==> src/hw/rtl/rtcse_pkg.sv <==
// Shared types, register indexes and calendar helpers for the RTC epoch unit.
`default_nettype none

package rtcse_pkg;

   localparam int unsigned FifoDepth    = 2;
   localparam int unsigned FifoPtrWidth = $clog2(FifoDepth);
   localparam int unsigned FifoCntWidth = $clog2(FifoDepth + 1);

   localparam logic [7:0] CsrBinaryMode  = 8'd0;
   localparam logic [7:0] CsrMaxAttempts = 8'd1;

   localparam logic [7:0] MaxAttemptsReset = 8'd8;

   typedef struct packed {
      logic [7:0] century_raw;
      logic [7:0] year_raw;
      logic [7:0] month_raw;
      logic [7:0] day_raw;
      logic [7:0] weekday_raw;
      logic [7:0] hour_raw;
      logic [7:0] min_raw;
      logic [7:0] sec_raw;
   } req_word_type;

   typedef struct packed {
      logic [31:0] epoch_seconds;
      logic        gave_up;
      logic [7:0]  attempts_used;
   } rsp_word_type;

   // one conversion or give-up job, raw calendar bytes still undecoded
   typedef struct packed {
      logic       gave_up;
      logic [7:0] attempts;
      logic [7:0] sec_raw;
      logic [7:0] min_raw;
      logic [7:0] hour_raw;
      logic [7:0] day_raw;
      logic [7:0] month_raw;
      logic [7:0] year_raw;
   } job_type;

   typedef struct packed {
      logic    valid;
      job_type job;
   } job_push_type;

   typedef enum logic [2:0] {
      BK_IDLE,
      BK_DAYS,
      BK_HOURS,
      BK_MINS,
      BK_SECS,
      BK_EMIT
   } back_state_type;

   // BCD digits decode as high*10+low even when invalid (max 165)
   function automatic logic [7:0] decode_byte(input logic [7:0] v, input logic binary);
      logic [7:0] tens;
      tens = {4'b0, v[7:4]};
      if (binary) begin
         return v;
      end
      return 8'((tens << 3) + (tens << 1)) + {4'b0, v[3:0]};
   endfunction

   // days before the first of the month; zero outside 1..12
   function automatic logic [8:0] month_offset(input logic [7:0] month);
      logic [8:0] d;
      case (month)
         8'd1:    d = 9'd0;
         8'd2:    d = 9'd31;
         8'd3:    d = 9'd59;
         8'd4:    d = 9'd90;
         8'd5:    d = 9'd120;
         8'd6:    d = 9'd151;
         8'd7:    d = 9'd181;
         8'd8:    d = 9'd212;
         8'd9:    d = 9'd243;
         8'd10:   d = 9'd273;
         8'd11:   d = 9'd304;
         8'd12:   d = 9'd334;
         default: d = 9'd0;
      endcase
      return d;
   endfunction

endpackage

`default_nettype wire

==> src/hw/rtl/rtcse_front.sv <==
// Front end: pairs snapshots, compares them and counts failed pairs.
`default_nettype none

module rtcse_front (
   input  wire logic                   clock,
   input  wire logic                   reset,
   input  wire logic [7:0]             max_attempts,
   input  wire logic                   req_valid,
   output logic                        req_ready,
   input  wire rtcse_pkg::req_word_type req_word,
   output rtcse_pkg::job_push_type     push,
   input  wire logic                   push_ready
);
   import rtcse_pkg::*;

   req_word_type held_ff;
   logic         have_first_ff, have_first_in;
   logic [7:0]   failed_ff, failed_in;
   logic         accept;
   logic         match;
   logic [7:0]   failed_next;
   logic         give_up;

   // a word may produce a job, so hold off whenever the queue is full
   assign req_ready   = push_ready;
   assign accept      = req_valid && req_ready;
   assign match       = (req_word == held_ff);
   assign failed_next = failed_ff + 8'd1;
   assign give_up     = (failed_next >= max_attempts);

   always_comb begin
      push.valid         = accept && have_first_ff && (match || give_up);
      push.job.gave_up   = !match;
      push.job.attempts  = match ? failed_ff : failed_next;
      push.job.sec_raw   = held_ff.sec_raw;
      push.job.min_raw   = held_ff.min_raw;
      push.job.hour_raw  = held_ff.hour_raw;
      push.job.day_raw   = held_ff.day_raw;
      push.job.month_raw = held_ff.month_raw;
      push.job.year_raw  = held_ff.year_raw;
   end

   always_comb begin
      have_first_in = have_first_ff;
      failed_in     = failed_ff;
      if (accept) begin
         have_first_in = !have_first_ff;
         if (have_first_ff) begin
            if (match || give_up) begin
               failed_in = 8'd0;
            end else begin
               failed_in = failed_next;
            end
         end
      end
   end

   always_ff @(posedge clock) begin
      if (reset) begin
         have_first_ff <= 1'b0;
         failed_ff     <= 8'd0;
      end else begin
         have_first_ff <= have_first_in;
         failed_ff     <= failed_in;
      end
   end

   always_ff @(posedge clock) begin
      if (accept && !have_first_ff) begin
         held_ff <= req_word;
      end
   end

endmodule

`default_nettype wire

==> src/hw/rtl/rtcse_fifo.sv <==
// Short job queue between the front end and the conversion back end.
`default_nettype none

module rtcse_fifo (
   input  wire logic                   clock,
   input  wire logic                   reset,
   input  wire rtcse_pkg::job_push_type push,
   output logic                        push_ready,
   output logic                        pop_valid,
   input  wire logic                   pop_ready,
   output rtcse_pkg::job_type          pop_job
);
   import rtcse_pkg::*;

   job_type                   mem_ff [FifoDepth];
   logic [FifoPtrWidth-1:0]   wr_ptr_ff, wr_ptr_in;
   logic [FifoPtrWidth-1:0]   rd_ptr_ff, rd_ptr_in;
   logic [FifoCntWidth-1:0]   count_ff, count_in;
   logic                      do_push, do_pop;

   assign push_ready = (count_ff != FifoCntWidth'(FifoDepth));
   assign pop_valid  = (count_ff != '0);
   assign pop_job    = mem_ff[rd_ptr_ff];
   assign do_push    = push.valid && push_ready;
   assign do_pop     = pop_valid && pop_ready;

   always_comb begin
      wr_ptr_in = wr_ptr_ff;
      rd_ptr_in = rd_ptr_ff;
      count_in  = count_ff;
      if (do_push) begin
         wr_ptr_in = (wr_ptr_ff == FifoPtrWidth'(FifoDepth - 1)) ? '0 : wr_ptr_ff + 1'b1;
      end
      if (do_pop) begin
         rd_ptr_in = (rd_ptr_ff == FifoPtrWidth'(FifoDepth - 1)) ? '0 : rd_ptr_ff + 1'b1;
      end
      if (do_push && !do_pop) begin
         count_in = count_ff + 1'b1;
      end else if (do_pop && !do_push) begin
         count_in = count_ff - 1'b1;
      end
   end

   always_ff @(posedge clock) begin
      if (reset) begin
         wr_ptr_ff <= '0;
         rd_ptr_ff <= '0;
         count_ff  <= '0;
      end else begin
         wr_ptr_ff <= wr_ptr_in;
         rd_ptr_ff <= rd_ptr_in;
         count_ff  <= count_in;
      end
   end

   always_ff @(posedge clock) begin
      if (do_push) begin
         mem_ff[wr_ptr_ff] <= push.job;
      end
   end

endmodule

`default_nettype wire

==> src/hw/rtl/rtcse_back.sv <==
// Back end: decodes a job and runs the days/hours/minutes/seconds sequence.
`default_nettype none

module rtcse_back (
   input  wire logic                   clock,
   input  wire logic                   reset,
   input  wire logic                   binary_mode,
   input  wire logic                   job_valid,
   output logic                        job_ready,
   input  wire rtcse_pkg::job_type     job,
   output logic                        rsp_valid,
   input  wire logic                   rsp_ready,
   output rtcse_pkg::rsp_word_type     rsp_word
);
   import rtcse_pkg::*;

   back_state_type state_ff, state_in;

   logic        gave_up_ff, gave_up_in;
   logic [7:0]  attempts_ff, attempts_in;
   logic [7:0]  sec_ff, sec_in;
   logic [7:0]  min_ff, min_in;
   logic [7:0]  hour_ff, hour_in;
   logic [7:0]  day_ff, day_in;
   logic [7:0]  month_ff, month_in;
   logic [7:0]  year_ff, year_in;
   logic [31:0] acc_ff, acc_in;

   logic         rsp_valid_ff, rsp_valid_in;
   rsp_word_type rsp_word_ff, rsp_word_in;

   logic        out_free;
   logic        late;
   logic [8:0]  leap_days;
   logic [16:0] year_days;
   logic [31:0] days;
   logic [5:0]  mul_k;
   logic [7:0]  mul_add;
   logic [31:0] step;

   assign out_free  = !rsp_valid_ff || rsp_ready;
   assign rsp_valid = rsp_valid_ff;
   assign rsp_word  = rsp_word_ff;
   assign job_ready = (state_ff == BK_IDLE);

   // days since 2000-01-01; day 0 wraps modulo 2^32
   assign late      = (month_ff >= 8'd3);
   assign leap_days = ({1'b0, year_ff} + {8'b0, late} + 9'd3) >> 2;
   assign year_days = {9'b0, year_ff} * 17'd365;
   assign days      = {24'b0, day_ff} - 32'd1 + {23'b0, month_offset(month_ff)}
                      + {23'b0, leap_days} + {15'b0, year_days};

   // shared multiply-add: acc * k + field
   always_comb begin
      case (state_ff)
         BK_HOURS: begin
            mul_k   = 6'd24;
            mul_add = hour_ff;
         end
         BK_MINS: begin
            mul_k   = 6'd60;
            mul_add = min_ff;
         end
         default: begin
            mul_k   = 6'd60;
            mul_add = sec_ff;
         end
      endcase
   end

   assign step = 32'(acc_ff * {26'b0, mul_k}) + {24'b0, mul_add};

   always_comb begin
      state_in = state_ff;
      case (state_ff)
         BK_IDLE: begin
            if (job_valid) begin
               state_in = job.gave_up ? BK_EMIT : BK_DAYS;
            end
         end
         BK_DAYS:  state_in = BK_HOURS;
         BK_HOURS: state_in = BK_MINS;
         BK_MINS:  state_in = BK_SECS;
         BK_SECS:  state_in = BK_EMIT;
         BK_EMIT: begin
            if (out_free) begin
               state_in = BK_IDLE;
            end
         end
         default:  state_in = BK_IDLE;
      endcase
   end

   always_comb begin
      gave_up_in   = gave_up_ff;
      attempts_in  = attempts_ff;
      sec_in       = sec_ff;
      min_in       = min_ff;
      hour_in      = hour_ff;
      day_in       = day_ff;
      month_in     = month_ff;
      year_in      = year_ff;
      acc_in       = acc_ff;
      rsp_valid_in = rsp_valid_ff && !rsp_ready;
      rsp_word_in  = rsp_word_ff;
      case (state_ff)
         BK_IDLE: begin
            gave_up_in  = job.gave_up;
            attempts_in = job.attempts;
            sec_in      = decode_byte(job.sec_raw, binary_mode);
            min_in      = decode_byte(job.min_raw, binary_mode);
            hour_in     = decode_byte(job.hour_raw, binary_mode);
            day_in      = decode_byte(job.day_raw, binary_mode);
            month_in    = decode_byte(job.month_raw, binary_mode);
            year_in     = decode_byte(job.year_raw, binary_mode);
            acc_in      = 32'd0;
         end
         BK_DAYS: acc_in = days;
         BK_HOURS, BK_MINS, BK_SECS: acc_in = step;
         BK_EMIT: begin
            if (out_free) begin
               rsp_valid_in              = 1'b1;
               rsp_word_in.epoch_seconds = gave_up_ff ? 32'd0 : acc_ff;
               rsp_word_in.gave_up       = gave_up_ff;
               rsp_word_in.attempts_used = attempts_ff;
            end
         end
         default: acc_in = acc_ff;
      endcase
   end

   always_ff @(posedge clock) begin
      if (reset) begin
         state_ff     <= BK_IDLE;
         rsp_valid_ff <= 1'b0;
      end else begin
         state_ff     <= state_in;
         rsp_valid_ff <= rsp_valid_in;
      end
   end

   always_ff @(posedge clock) begin
      gave_up_ff  <= gave_up_in;
      attempts_ff <= attempts_in;
      sec_ff      <= sec_in;
      min_ff      <= min_in;
      hour_ff     <= hour_in;
      day_ff      <= day_in;
      month_ff    <= month_in;
      year_ff     <= year_in;
      acc_ff      <= acc_in;
      rsp_word_ff <= rsp_word_in;
   end

endmodule

`default_nettype wire

==> src/hw/rtl/rtc_stable_read_to_epoch_unit.sv <==
// Top level of the RTC stable-read to epoch-seconds unit.
`default_nettype none

// Takes RTC snapshot words in pairs; a pair that matches on all eight bytes
// yields seconds since 2000-01-01 (BCD decoded unless binary_mode is set),
// and after max_attempts mismatching pairs a give-up word (epoch 0) is
// returned. The front end takes one input word per cycle while the two-entry
// job queue has room. The back end works on one job at a time: a conversion
// result goes through load and decode, days, then three multiply-add steps of
// one shared multiplier, then the output register; a give-up result goes
// through load and the output register. Results wait in an output register
// while later words are taken.
module rtc_stable_read_to_epoch_unit (
   input  wire logic                   clock,
   input  wire logic                   reset,
   input  wire logic                   csr_we,
   input  wire logic [7:0]             csr_index,
   input  wire logic [7:0]             csr_wdata,
   input  wire logic                   req_valid,
   output logic                        req_ready,
   input  wire rtcse_pkg::req_word_type req_word,
   output logic                        rsp_valid,
   input  wire logic                   rsp_ready,
   output rtcse_pkg::rsp_word_type     rsp_word
);
   import rtcse_pkg::*;

   logic         binary_mode_ff, binary_mode_in;
   logic [7:0]   max_attempts_ff, max_attempts_in;
   job_push_type push;
   logic         push_ready;
   logic         job_valid;
   logic         job_ready;
   job_type      job;

   always_comb begin
      binary_mode_in  = binary_mode_ff;
      max_attempts_in = max_attempts_ff;
      if (csr_we) begin
         case (csr_index)
            CsrBinaryMode:  binary_mode_in  = csr_wdata[0];
            CsrMaxAttempts: max_attempts_in = csr_wdata;
            default:        binary_mode_in  = binary_mode_ff;
         endcase
      end
   end

   always_ff @(posedge clock) begin
      if (reset) begin
         binary_mode_ff  <= 1'b0;
         max_attempts_ff <= MaxAttemptsReset;
      end else begin
         binary_mode_ff  <= binary_mode_in;
         max_attempts_ff <= max_attempts_in;
      end
   end

   rtcse_front u_front (
      .clock        (clock),
      .reset        (reset),
      .max_attempts (max_attempts_ff),
      .req_valid    (req_valid),
      .req_ready    (req_ready),
      .req_word     (req_word),
      .push         (push),
      .push_ready   (push_ready)
   );

   rtcse_fifo u_fifo (
      .clock      (clock),
      .reset      (reset),
      .push       (push),
      .push_ready (push_ready),
      .pop_valid  (job_valid),
      .pop_ready  (job_ready),
      .pop_job    (job)
   );

   rtcse_back u_back (
      .clock       (clock),
      .reset       (reset),
      .binary_mode (binary_mode_ff),
      .job_valid   (job_valid),
      .job_ready   (job_ready),
      .job         (job),
      .rsp_valid   (rsp_valid),
      .rsp_ready   (rsp_ready),
      .rsp_word    (rsp_word)
   );

endmodule

`default_nettype wire

==> config.mk <==
export PLATFORM = sky130hd
export DESIGN_NAME = rtc_stable_read_to_epoch_unit
export DESIGN_NICKNAME = d
export VERILOG_FILES = /design/src/hw/rtl/rtcse_pkg.sv /design/src/hw/rtl/rtcse_front.sv /design/src/hw/rtl/rtcse_fifo.sv /design/src/hw/rtl/rtcse_back.sv /design/src/hw/rtl/rtc_stable_read_to_epoch_unit.sv
export SDC_FILE = /design/constraint.sdc
export NUM_CORES = 1
export LEC_CHECK = 0
export BUFFER_PORTS_ARGS = -buffer_cell sky130_fd_sc_hd__buf_4
export CORE_UTILIZATION = 62
export CTS_CLUSTER_SIZE = 25
export DETAILED_ROUTE_END_ITERATION = 16
export PLACE_DENSITY = 0.89
export SETUP_SLACK_MARGIN = 0.05
export SLEW_MARGIN = 20
export SYNTH_ARGS = -nofsm -noshare
export SYNTH_HDL_FRONTEND = slang
export SYNTH_SLANG_ARGS = --single-unit
==> constraint.sdc <==
create_clock -name clock -period 8.3 [get_ports clock]
set_input_delay 0.83 -clock clock [delete_from_list [all_inputs] [get_ports clock]]
set_output_delay 0.83 -clock clock [all_outputs]
set_load 0.05 [all_outputs]
### Yosys cells after proc, flatten, opt, wreduce, memory -nomap -nowiden

Memories as Yosys holds them, arrays and structs flattened. A register that Yosys moved wholly into a read port is not among the register bits.
Index checks and enable logic that the tools add are counted.

| word-level totals | value |
|---|---|
| register bits | 220 |
| bits in writable memories | 114 |
| memory bits (read-only) | 144 |
| input port bits | 85 |
| output and inout port bits | 43 |
| memories | 2 |

| cells by class | value |
|---|---|
| add/sub/neg operators | 24 |
| multiply operators | 2 |
| $lt $le $gt $ge | 2 |
| eq/ne operators | 10 |
| muxes and demuxes | 35 |
| reduce and logical (&&, ||, !) cells | 29 |

Memories:

| memory | depth | bits a word | rd ports | clocked after memory_dff | write ports | line | text |
|---|---|---|---|---|---|---|---|
| (name not given) | 16 | 9 | 1 | 1 | 0 | rtcse_pkg.sv:71 | `case (month)` |
| u_fifo.mem_ff | 2 | 57 | 1 | 1 | 1 | rtcse_fifo.sv:15 | `job_type mem_ff [FifoDepth];` |

Operators by type and width:

| kind | number |
|---|---|
| 8-bit two-way mux | 14 |
| 32-bit case mux with 3 select lines | 1 |
| 64-bit equality test | 1 |
| 7-bit by 5-bit adder with 8-bit output | 6 |
| 8-bit by 4-bit adder with 8-bit output | 6 |
| 32-bit by 17-bit adder with 32-bit output | 1 |
| 32-bit by 7-bit adder with 32-bit output | 1 |
| 32-bit by 8-bit adder with 32-bit output | 1 |
| 32-bit by 9-bit adder with 32-bit output | 1 |
| 32-bit by 6-bit multiplier with 32-bit output | 1 |
| 3-bit case mux with 6 select lines | 1 |
| 8-bit by 9-bit multiplier with 17-bit output, second input constant | 1 |
| 8-bit case mux with 2 select lines | 1 |
| 1-bit two-way mux | 10 |
| 2-bit AND reduction | 5 |
| 8-bit by 1-bit adder with 9-bit output | 1 |
| 9-bit by 2-bit adder with 9-bit output, second input constant | 1 |
| 1-bit logical AND | 9 |
| 3-bit two-way mux | 3 |
| 9-bit two-way mux | 1 |
| 8-bit by 1-bit subtractor with 9-bit output, second input constant | 1 |
| 8-bit by 1-bit adder with 8-bit output, second input constant | 1 |
| 8-bit by 1-bit equality test with 1-bit output, second input constant | 1 |
| 8-bit by 2-bit >= comparator with 1-bit output, second input constant | 1 |
| other kinds (20) | 32 |

### Logic depth before layout (Yosys ltp)

Gate-level depths: netlist of the first run.

| logic depth | value |
|---|---|
| word-level depth | 9 |
| mapped depth | 26 |
| mapped depth without buffers | 25 |

### Hierarchy

From an unflattened synthesis of the first run, not the netlist that was laid out.

| unflattened totals | value |
|---|---|
| cells, all modules | 1,737 |
| area total of the unflattened synthesis | 21,874.7 µm² |

By module, submodules not included:

| module | instances | cells each | area an instance (µm²) | seq. area each (µm²) |
|---|---|---|---|---|
| rtcse_back | 1 | 1,201 | 13,350.3 | 4,164.0 |
| rtcse_fifo | 1 | 201 | 4,339.2 | 3,523.4 |
| rtcse_front | 1 | 294 | 3,757.4 | 2,102.0 |
| rtc_stable_read_to_epoch_unit | 1 | 41 | 427.9 | 180.2 |

### Worst setup path after synthesis of the first run

Ideal clock, no wire load.

| timing | value |
|---|---|
| path kind | reg-to-reg |
| start | reg u_back.state_ff[0] |
| end | reg u_fifo.count_ff[1] |
| library setup time | 71 ps |
| data arrival time | 6,791 ps |
| data required time | 8,229 ps |
| slack | 1,438 ps |
| stages on the path, launching flop included | 8 |
| period minus slack after synthesis | 6,862 ps |
| cell sequence | dfxtp_1 -> clkbuf_1 -> nor3_1 -> o21ai_0 -> ha_1 -> xor2_1 -> or3_1 -> a21oi_1 |

| on the way | value |
|---|---|
| longest elaborated chain between the ends | 5 |
| elaborated cells between the ends (all ways) | 7 |
| those cells by class | mux: 1; reduce/logical: 6 |

RTL lines:

| what | line | text |
|---|---|---|
| from (decl) | rtcse_back.sv:17 | `back_state_type state_ff, state_in;` |
| from (signal assigned) | rtcse_back.sv:137 | `state_ff <= state_in;` |
| 3-bit logical NOT (*) | rtcse_back.sv:44 | `assign job_ready = (state_ff == BK_IDLE);` |
| 1-bit logical AND (*) | rtcse_fifo.sv:25 | `assign do_pop = pop_valid && pop_ready;` |
| 1-bit logical NOT | rtcse_fifo.sv:37 | `if (do_push && !do_pop) begin` |
| 1-bit logical AND | rtcse_fifo.sv:37 |  |
| 2-bit two-way mux or 2-bit nonzero test (tied branches) | -- |  |
| to (signal assigned) | rtcse_fifo.sv:52 | `count_ff <= count_in;` |
| to (decl) | rtcse_fifo.sv:18 | `logic [FifoCntWidth-1:0] count_ff, count_in;` |

Every way passes the cells marked *; elsewhere a longest branch is shown, timed or not.
A chain may end at the register's enable or synchronous reset.

### Worst setup path after layout of the first run

| timing | value |
|---|---|
| start | reg u_back.day_ff[0] |
| end | reg u_back.acc_ff[19] (data pin) |

| on the way | value |
|---|---|
| longest elaborated chain between the ends | 5 |

RTL lines:

| what | line | text |
|---|---|---|
| from (decl) | rtcse_back.sv:24 | `logic [7:0] day_ff, day_in;` |
| from (signal assigned) | rtcse_back.sv:148 | `day_ff <= day_in;` |
| 8-bit by 1-bit subtractor with 9-bit output | rtcse_back.sv:50 | `assign days = {24'b0, day_ff} - 32'd1 + {23'b0, month_offset(month_ff)}` |
| 32-bit by 9-bit adder with 32-bit output | rtcse_back.sv:50 |  |
| 32-bit by 7-bit adder with 32-bit output | rtcse_back.sv:51 | `+ {23'b0, leap_days} + {15'b0, year_days};` |
| 32-bit by 17-bit adder with 32-bit output | rtcse_back.sv:51 |  |
| 32-bit case mux with 3 select lines | rtcse_back.sv:106 | `case (state_ff)` |
| net u_back.acc_in[19] | rtcse_back.sv:27 | `logic [31:0] acc_ff, acc_in;` |
| to (signal assigned) | rtcse_back.sv:151 | `acc_ff <= acc_in;` |
| to (decl) | rtcse_back.sv:27 |  |

The timed path passes the listed nets, and every way through them passes these cells.

==> results of run 1 <==
[synthesized netlist by cell type, drive strengths merged (3+ instances only)]
cell type	instances	area share, %
a211oi	4	0.14
a21o	36	1.3
a21oi	56	1.3
a31oi	8	0.23
and2	12	0.35
and3	9	0.26
buf	6	0.12
clkbuf	36	0.64
dfxtp	36	3.4
edfxtp	308	43
fa	116	11
ha	209	12
inv	153	2.7
mux2	77	4.1
mux2i	20	0.94
nand2	78	1.4
nand2b	10	0.29
nand3	24	0.56
nand4	22	0.64
nor2	64	1.1
nor2b	71	2.1
nor3	12	0.28
nor3b	8	0.28
nor4	11	0.32
nor4b	7	0.29
o211a	3	0.14
o211ai	15	0.53
o21a	3	0.11
o21ai	58	1.4
o22ai	13	0.38
o31a	6	0.25
o31ai	3	0.11
o32ai	3	0.12
or3	10	0.29
xnor2	109	4.5
xor2	43	1.8
[kinds of logic (layout without fill, tap and decap cells)]
logic type      after synthesis  in the layout  share of synthesized area, %
compound gates              231            231                         6.978
xor+xnor                    152            152                         6.239
fa+ha+maj                   325            325                         23.14
buf+inv                     196            361                         3.465
flops                       344            344                         46.72
mux                          97             97                         5.001
simple gates                346            346                         8.461
[routing by layer]
| metal | GRT usage, % | up-vias |
|---|---|---|
| li1 | - | 6312 |
| met1 | 32.01 | 6594 |
| met2 | 44.99 | 392 |
| met3 | 3.706 | 90 |
| met4 | 8.349 | 0 |
| met5 | 0 | - |
[registers in the layout (all words and copies together) (netlist names), 2 cells and up, named ones only]
signal              cells
u_back.acc_ff          32
u_back.year_ff          8
u_back.attempts_ff      8
u_back.min_ff           8
u_fifo.mem_ff         114
u_back.hour_ff          8
u_front.failed_ff       8
u_back.month_ff         8
u_front.held_ff        16
u_fifo.count_ff         2
u_back.sec_ff           8
u_back.rsp_word        41
u_back.state_ff         3
u_front.push           48
u_back.day_ff           8
max_attempts_ff         8
[through the flow]
step                hold slack, ns  setup WS (ns)  cells  instance area (um^2)
floorplan                   0.4003          1.438   1691                 21340
CTS                         0.4227          1.292   2302                 24040
global placement            0.4040          1.558   2234                 22800
global route                0.4301         0.9105   2304                 24080
detailed placement          0.4090          1.349   2234                 22800
finish                      0.4220          1.255   2304                 24080
[area by class of cell]
type | instances | area share [%]
multi-input combinational | 1151 | 44.31
sequential | 344 | 41.40
timing repair buffer | 139 | 4.416
clock buffer | 47 | 4.213
inverter | 154 | 2.400
tap | 448 | 2.327
clock inverter | 21 | 0.9299
[worst paths after layout]
kind | start | to | slack [ns] | cells past startpoint
max reg2reg | u_back.day_ff[0]$_DFFE_PP_ | u_back.acc_ff[19]$_DFFE_PP_ | 1.26 | 25
min reg2reg | u_back.attempts_ff[3]$_DFFE_PP_ | u_back.rsp_word[3]$_DFFE_PP_ | 0.42 | 0
min | u_back.attempts_ff[3]$_DFFE_PP_ | u_back.rsp_word[3]$_DFFE_PP_ | 0.42 | 0
max | u_back.day_ff[0]$_DFFE_PP_ | u_back.acc_ff[19]$_DFFE_PP_ | 1.26 | 25
[worst max-delay path, delay by kind of cell (launching register included)]
family	cells	cell delay, ns
DFF	1	0.39
AOI/OAI and AO/OA	7	1.30
adders and majority gates	7	2.83
and+or+nand+nor	4	1.30
xor gates and xnor gates	1	0.17
buffers and inverters	6	0.75
[layout by cell type, fill, tap and decap left out, types with 7 or more instances in the layout]
master / count
edfxtp_1: 308
ha_1: 209
inv_1: 153
buf_4: 137
fa_1: 116
xnor2_1: 109
nand2_1: 78
mux2_2: 77
nor2b_1: 70
nor2_1: 62
o21ai_0: 57
a21oi_1: 55
xor2_1: 43
clkbuf_16: 38
a21o_1: 36
dfxtp_1: 35
nand3_1: 24
nand4_1: 22
mux2i_1: 19
o211ai_1: 15
o22ai_1: 13
nand2b_1: 10
nor4_1: 10
or3_1: 10
and2_1: 10
nor3_1: 10
and3_1: 9
nor3b_1: 8
a31oi_1: 8
nor4b_1: 7
clkinv_2: 7
==> flow_metrics.py, run 1 <==
metrics = {
    "die": {
        "die_x_um": 187.5,
        "die_y_um": 187.5,
        "num_rows": 67,
        "coreArea_um2": 33700,
        "dieArea_um2": 35160,
        "initial_core_util_pct": 63.32,
        "boundaryPins": 128,
    },
    "clock_tree": {
        "cts_buffers": 37,
        "cts_resized": 0,
        "cts_setup_buffers": 0,
        "clk_pin_slew_ns": 0.06,
        "cts_tree": "yes",
        "max-clock-path-buffers": 3,
        "h-tree-depth": 2,
        "cts_hold_buffers": 0,
        "insertion_delay_ns": 0.54,
        "clock-sinks": 344,
        "cts-root-buf": "clkbuf_16",
    },
    "routing": {
        "drt_iter0_drc": 927,
        "wire_per_inst_um": 18.86,
        "wl_met2_um": 22070,
        "wirelength_met1_um": 18320,
        "drc": 0,
        "first_pass_iters": 6,
        "ant_nets": 0,
        "wl_um": 43460,
        "top_layer": "met4",
        "vias": 13390,
        "met3_length_um": 1850,
        "vias_per_cell": 5.811,
    },
    "synthesis": {
        "async_flop_share_pct": 0,
        "ys_ff_latch": 344,
        "synth_edf_count": 308,
        "synth_seq_area_share_pct": 46.72,
        "synth_area_um2": 21340,
        "syn_nets": 2101,
        "yosysWarningCount": 0,
        "synth_cell_types": 67,
        "yosys_most_used_dff": "edfxtp_1",
        "netlist_instances": 1691,
        "syn_avg_cell_area_um2": 12.62,
    },
    "grt": {
        "grt_usage_pct": 25.41,
        "grt_pass1_vias": 14070,
        "grt_pass1_wl_um": 71660,
        "antenna_found_initial": 0,
        "grt_overflow": 0,
        "grt_max_degree": 65,
    },
    "worst_setup_path": {
        "start_kind": "flop",
        "slowest_stage": "or3_1",
        "critPathArrivalTime_ns": 7.29,
        "cp_common_cell": "inv_1",
        "slowest_delay_ns": 0.55,
        "cp.required_ns": 8.55,
        "critPathKind": "reg -> reg",
        "path_max_fanout": 8,
        "cp-end-kind": "flop",
    },
    "hold_path": {
        "hp-class": "reg -> reg",
    },
    "finish": {
        "n_antenna_cell": 0,
        "finalNetCount": 2237,
        "postLayoutCoreUtil_pct": 71.47,
        "syn_to_final_growth_pct": 12.86,
        "ff_latch_area_um2": 9971,
        "fillCellCount": 2187,
        "drive_gt1_share_pct": 15.68,
        "multi_input_area_um2": 10670,
    },
    "sta": {
        "finalCritPeriodShare_pct": 84.88,
        "timing.setup.tns_ns": 0,
        "timing.final.max_slew_violations": 0,
        "setup_viol": 0,
        "rsz0062_at_grt": "no",
        "fmax_ghz": 0.1419,
        "period_needed_ns": 7.045,
        "slew_headroom_pct": 35.66,
        "hold_viol_final": 0,
        "skew_ns": 0.01344,
        "tightest_slew_ns": 0.9623,
    },
    "status": {
        "status": "completed",
    },
    "placed_design": {
        "dp_hpwl_um": 31300,
        "routabilityCongestion": 0.8931,
        "io_buffer_count": 127,
    },
    "job": {
        "max-cap-violations": 0,
    },
}
Power of run 1 is left out: the tool's default activity adds up to more than one toggle a clock period on the data nets, which glitch-free logic cannot reach.
==> inputs of run 2 (changes only) <==
CORE_UTILIZATION = 56   (was 62)
PLACE_DENSITY = 0.85   (was 0.89)
clock period = 6.3 ns   (was 8.3 ns; I/O delays follow)
==> run 2 against run 1 <==
Effect of this change: critical path type unchanged; maximum frequency grew 16%; clock skew is 0.018 ns higher; global-route usage down 3.3 points; critical path depth unchanged; sequential share of layout area shrank 0.37 points; largest cell class unchanged; worst hold slack worse by 0.16 ns; final area grew 0.91%; register-to-register slack lost 1.1 ns; non-clock buffer count is 12 higher; first-iteration DRC count increased by 15%.
==> flow_metrics.py, run 2 (synthesis gave the netlist of run 1 again) <==
metrics = {
    "placed_design": {
        "placed_area_um2": 22950,
        "routabilityCongestion": 0.9109,
        "dp_hpwl_um": 30850,
        "io_buffer_count": 127,
    },
    "sta": {
        "tightest_slew_ns": 1.105,
        "finalCritPeriodShare_pct": 96.80,
        "setup_viol": 0,
        "fmax_ghz": 0.1640,
        "hold-worst-slack_ns": 0.2622,
        "slew_headroom_pct": 26.35,
        "rsz0062_at_grt": "yes",
        "skew_ns": 0.03104,
        "hold_viol_final": 0,
        "timing.setup.tns_ns": 0,
        "period_needed_ns": 6.099,
        "timing.final.max_slew_violations": 0,
    },
    "worst_setup_path": {
        "crit_start": "u_back.day_ff[0]$_DFFE_PP_",
        "path_max_fanout": 3,
        "cp.required_ns": 6.56,
        "cp-end-kind": "flop",
        "slowest_delay_ns": 0.55,
        "critPathArrivalTime_ns": 6.36,
        "start_kind": "flop",
        "slowest_stage": "fa_1",
        "r2r_start": "u_back.day_ff[0]$_DFFE_PP_",
        "critPathKind": "reg -> reg",
    },
    "finish": {
        "fin_area_um2": 24300,
        "layout_commonest_cell": "edfxtp_1",
        "largest_register": "u_fifo.mem_ff",
        "layout_common_cells": "edfxtp_1, ha_1, inv_1, buf_4, fa_1",
        "largest_register_ffs": 114,
        "n_antenna_cell": 0,
        "syn_to_final_growth_pct": 13.90,
        "fillCellCount": 2665,
        "finalNetCount": 2250,
        "drive_gt1_share_pct": 17.01,
        "postLayoutCoreUtil_pct": 64.68,
    },
    "clock_tree": {
        "insertion_delay_ns": 0.56,
        "cts_buffers": 38,
        "max-clock-path-buffers": 3,
        "clk_pin_slew_ns": 0.06,
        "cts_tree": "yes",
        "h-tree-depth": 2,
        "clock-sinks": 344,
        "cts-root-buf": "clkbuf_16",
    },
    "die": {
        "initial_core_util_pct": 56.79,
        "die_x_um": 197.2,
        "coreArea_um2": 37580,
        "die_y_um": 197.2,
        "dieArea_um2": 38890,
        "num_rows": 71,
        "boundaryPins": 128,
    },
    "hold_path": {
        "hp-class": "in -> reg",
        "hold_start": "req_word[37]",
    },
    "grt": {
        "grt_pass1_wl_um": 68400,
        "grt_max_degree": 65,
        "grt_overflow": 0,
        "antenna_found_initial": 0,
        "grt_pass1_vias": 13690,
        "grt_usage_pct": 22.15,
    },
    "status": {
        "status": "completed",
    },
    "routing": {
        "wl_um": 41720,
        "vias_per_cell": 5.584,
        "first_pass_iters": 5,
        "vias": 13300,
        "ant_nets": 0,
        "drc": 0,
        "drt_iter0_drc": 1070,
        "wire_per_inst_um": 17.52,
    },
    "job": {
        "max-cap-violations": 0,
    },
}
## run 2: cell types whose count changed in the layout (fill, tap and decap cells not counted), moves of 3 or more
cell | before | now
inv_6 | 0 | 3
buf_4 | 137 | 150
a21oi_1 | 55 | 52
a21oi_2 | 1 | 4
## run 2: cell type report
class	instances	area [um^2]	share of cell area [%]
inverter	154	578.1	2.378
multi-input combinational	1151	10730	44.16
clock inverter	24	235.2	0.9678
tap	511	639.4	2.631
clock buffer	46	1001	4.118
timing repair buffer	151	1146	4.716
sequential	344	9972	41.03
## run 2: stage by stage
step                      worst slack [ns]  instances
after floorplan                    0.08619       1691
after global placement              0.1994       2306
after detailed placement           0.02021       2306
after CTS                          0.07726       2376
after global routing              -0.03130       2381
final                               0.2013       2381
## run 2: what timing repair did
item / CTS / global route
cloned: 0 / 0
gates resized for setup: 2 / 12
hold buffers: 0 / 0
buffers inserted: 0 / 4
setup endpoints to repair: 1 / 14
pin swaps: 0 / 7
## run 2: final timing paths
check,to,slack (ns),depth (start not counted)
worst max-delay path,u_back.acc_ff[19]$_DFFE_PP_,0.20,25
worst min-delay path,u_front.push[21]$_DFFE_PP_,0.26,1
worst max register to register,u_back.acc_ff[19]$_DFFE_PP_,0.20,25
worst min register to register,u_back.rsp_word[0]$_DFFE_PP_,0.42,0
## run 2: worst max-delay path, delay by kind of cell, from the launching register on
family / cells / cell delay, ns
adders and majority gates: 7 / 2.65
and+or+nand+nor: 4 / 1.10
AOI/OAI and AO/OA: 7 / 1.10
buffers and inverters: 6 / 0.42
DFF: 1 / 0.41
xor gates and xnor gates: 1 / 0.15
## run 2: metal layers
metal / track usage (%) / part of all wire (%)
met1: 27.63 / 42
met2: 39.51 / 51
met3: 3.722 / 5.0
met4: 6.259 / 2.2
met5: 0 / 0
Power of run 2 is left out for the same reason.
==> inputs of run 3 (changes only) <==
SETUP_SLACK_MARGIN = 0.5   (was 0.05)
==> run 3 against run 2 <==
Effect of this change: count of clock-buffer cells in the layout up 1; sequential share of layout area decreased by 0.46 points; first-iteration DRC count fell by 29%; worst hold slack worse by 0.019 ns; register-to-register slack better by 0.29 ns; routed wire length rose by 3.5%; sequential cell count unchanged; critical endpoint unchanged; largest cell class unchanged; highest routed layer unchanged.
==> flow_metrics.py, run 3 (synthesis gave the netlist of run 1 again) <==
metrics = {
    "die": {
        "die_y_um": 197.2,
        "boundaryPins": 128,
        "dieArea_um2": 38890,
        "num_rows": 71,
        "coreArea_um2": 37580,
        "die_x_um": 197.2,
        "initial_core_util_pct": 56.79,
    },
    "sta": {
        "timing.setup.tns_ns": 0,
        "timing.final.max_slew_violations": 0,
        "tightest_slew_ns": 1.022,
        "finalCritPeriodShare_pct": 92.17,
        "skew_ns": 0.04036,
        "hold_viol_final": 0,
        "rsz0062_at_grt": "yes",
        "fmax_ghz": 0.1722,
        "fin_ws_ns": 0.4930,
        "setup_viol": 0,
        "period_needed_ns": 5.807,
        "slew_headroom_pct": 31.31,
    },
    "worst_setup_path": {
        "r2r_end": "u_back.acc_ff[19]$_DFFE_PP_",
        "reg2reg_slack_ns": 0.49,
        "crit_start": "u_back.day_ff[1]$_DFFE_PP_",
        "critPathKind": "reg -> reg",
        "critPathArrivalTime_ns": 6.09,
        "worstSetupEndpoint": "u_back.acc_ff[19]$_DFFE_PP_",
        "reg2regPathDepth": 25,
        "cp-end-kind": "flop",
        "path_max_fanout": 3,
        "r2r_start": "u_back.day_ff[1]$_DFFE_PP_",
        "start_kind": "flop",
        "cp.required_ns": 6.58,
    },
    "routing": {
        "wirelength_met1_um": 17810,
        "top_layer": "met4",
        "first_pass_iters": 5,
        "drt_iter0_drc": 756,
        "met3_length_um": 2149,
        "vias": 13380,
        "wl_met2_um": 22200,
        "ant_nets": 0,
        "wl_um": 43180,
        "vias_per_cell": 5.594,
        "wire_per_inst_um": 18.05,
        "drc": 0,
    },
    "hold_path": {
        "hp-class": "in -> reg",
    },
    "finish": {
        "layout_commonest_cell": "edfxtp_1",
        "largest_register": "u_fifo.mem_ff",
        "drive_gt1_share_pct": 18.55,
        "finalNetCount": 2263,
        "n_antenna_cell": 0,
        "fin_area_um2": 24580,
        "largest_register_ffs": 114,
        "syn_to_final_growth_pct": 15.20,
        "layout_common_cells": "edfxtp_1, ha_1, buf_4, inv_1, fa_1",
    },
    "status": {
        "status": "completed",
    },
    "grt": {
        "grt_pass1_vias": 13870,
        "antenna_found_initial": 0,
        "grt_overflow": 0,
        "grt_max_degree": 65,
        "grt_usage_pct": 22.92,
        "grt_pass1_wl_um": 69990,
    },
    "clock_tree": {
        "cts-root-buf": "clkbuf_16",
        "insertion_delay_ns": 0.58,
        "cts_tree": "yes",
        "clk_pin_slew_ns": 0.06,
        "max-clock-path-buffers": 3,
        "clock-sinks": 344,
        "cts_buffers": 37,
        "h-tree-depth": 2,
    },
    "placed_design": {
        "dpl_worst_slack_ns": 0.1966,
        "placed_area_um2": 23010,
        "io_buffer_count": 127,
        "dp_hpwl_um": 31530,
        "routabilityCongestion": 0.9244,
    },
    "job": {
        "max-cap-violations": 0,
    },
}
## run 3: cell types whose count changed in the layout (fill, tap and decap cells not counted), moves of 4 or more
cell,before,now
inv_2,2,7
o21ai_0,56,48
buf_4,150,162
inv_1,151,145
o21ai_1,1,8
ha_1,207,202
ha_4,1,6
clkinv_1,5,9
## run 3: final cells by class
| cell class | count | area, um^2 |
|---|---|---|
| repair buffers | 165 | 1259 |
| well taps | 511 | 639.4 |
| clock buffers | 47 | 1027 |
| inverters | 154 | 585.6 |
| clock inverters | 20 | 198.9 |
| multi-input cells | 1151 | 10900 |
| flip-flops and latches | 344 | 9972 |
| fillers | 2640 | 13000 |
## run 3: metrics by stage
stage | utilization (%) | hold WS [ns] | instances
2_1_floorplan | - | 0.4003 | 1691
3_3_place_gp | 61.22 | 0.4037 | 2303
3_5_place_dp | 61.22 | 0.4045 | 2303
4_1_cts | 64.67 | 0.2227 | 2375
5_1_grt | 65.42 | 0.2276 | 2392
6_report | 65.42 | 0.2432 | 2392
## run 3: timing repair
item | in CTS | in global routing
setup buffers | 5 | 15
endpoints found under the hold margin | 0 | 0
pin swaps | 8 | 25
gates resized for setup | 8 | 35
hold buffers | 0 | 0
setup endpoints to repair | 14 | 18
## run 3: metal layers
metal / up-vias / GRT usage (%)
met5: - / 0
met4: 0 / 6.661
met3: 71 / 4.388
met2: 368 / 40.77
met1: 6574 / 28.26
li1: 6367 / -
## run 3: worst min-delay path by stage
stage	start	endpoint	depth (start not counted)
floorplan	u_back.attempts_ff[0]$_DFFE_PP_	u_back.rsp_word[0]$_DFFE_PP_	0
global placement	u_back.attempts_ff[6]$_DFFE_PP_	u_back.rsp_word[6]$_DFFE_PP_	0
detailed placement	u_back.attempts_ff[3]$_DFFE_PP_	u_back.rsp_word[3]$_DFFE_PP_	0
CTS	req_word[41]	u_front.push[9]$_DFFE_PP_	1
global route	req_word[29]	u_front.held_ff[29]$_DFFE_PP_	1
finish	req_word[60]	u_front.held_ff[60]$_DFFE_PP_	1
## run 3: critical path, stage by stage (launching register included)
cell and delay [ns]:
edfxtp_1 0.41, inv_2 0.10, ha_4 0.15, nand2_4 0.05, or3_4 0.37, or3_4 0.38, inv_8 0.07, ha_4 0.19
inv_2 0.05, fa_1 0.42, fa_1 0.49, inv_1 0.05, fa_1 0.47, inv_1 0.05, fa_1 0.49, inv_2 0.05
ha_4 0.22, a21o_1 0.18, a21oi_1 0.12, o21ai_1 0.09, or3_1 0.32, o221ai_2 0.18, a21oi_2 0.11, a221oi_2 0.27
xnor2_1 0.16, o22ai_1 0.11
Power of run 3 is left out for the same reason.
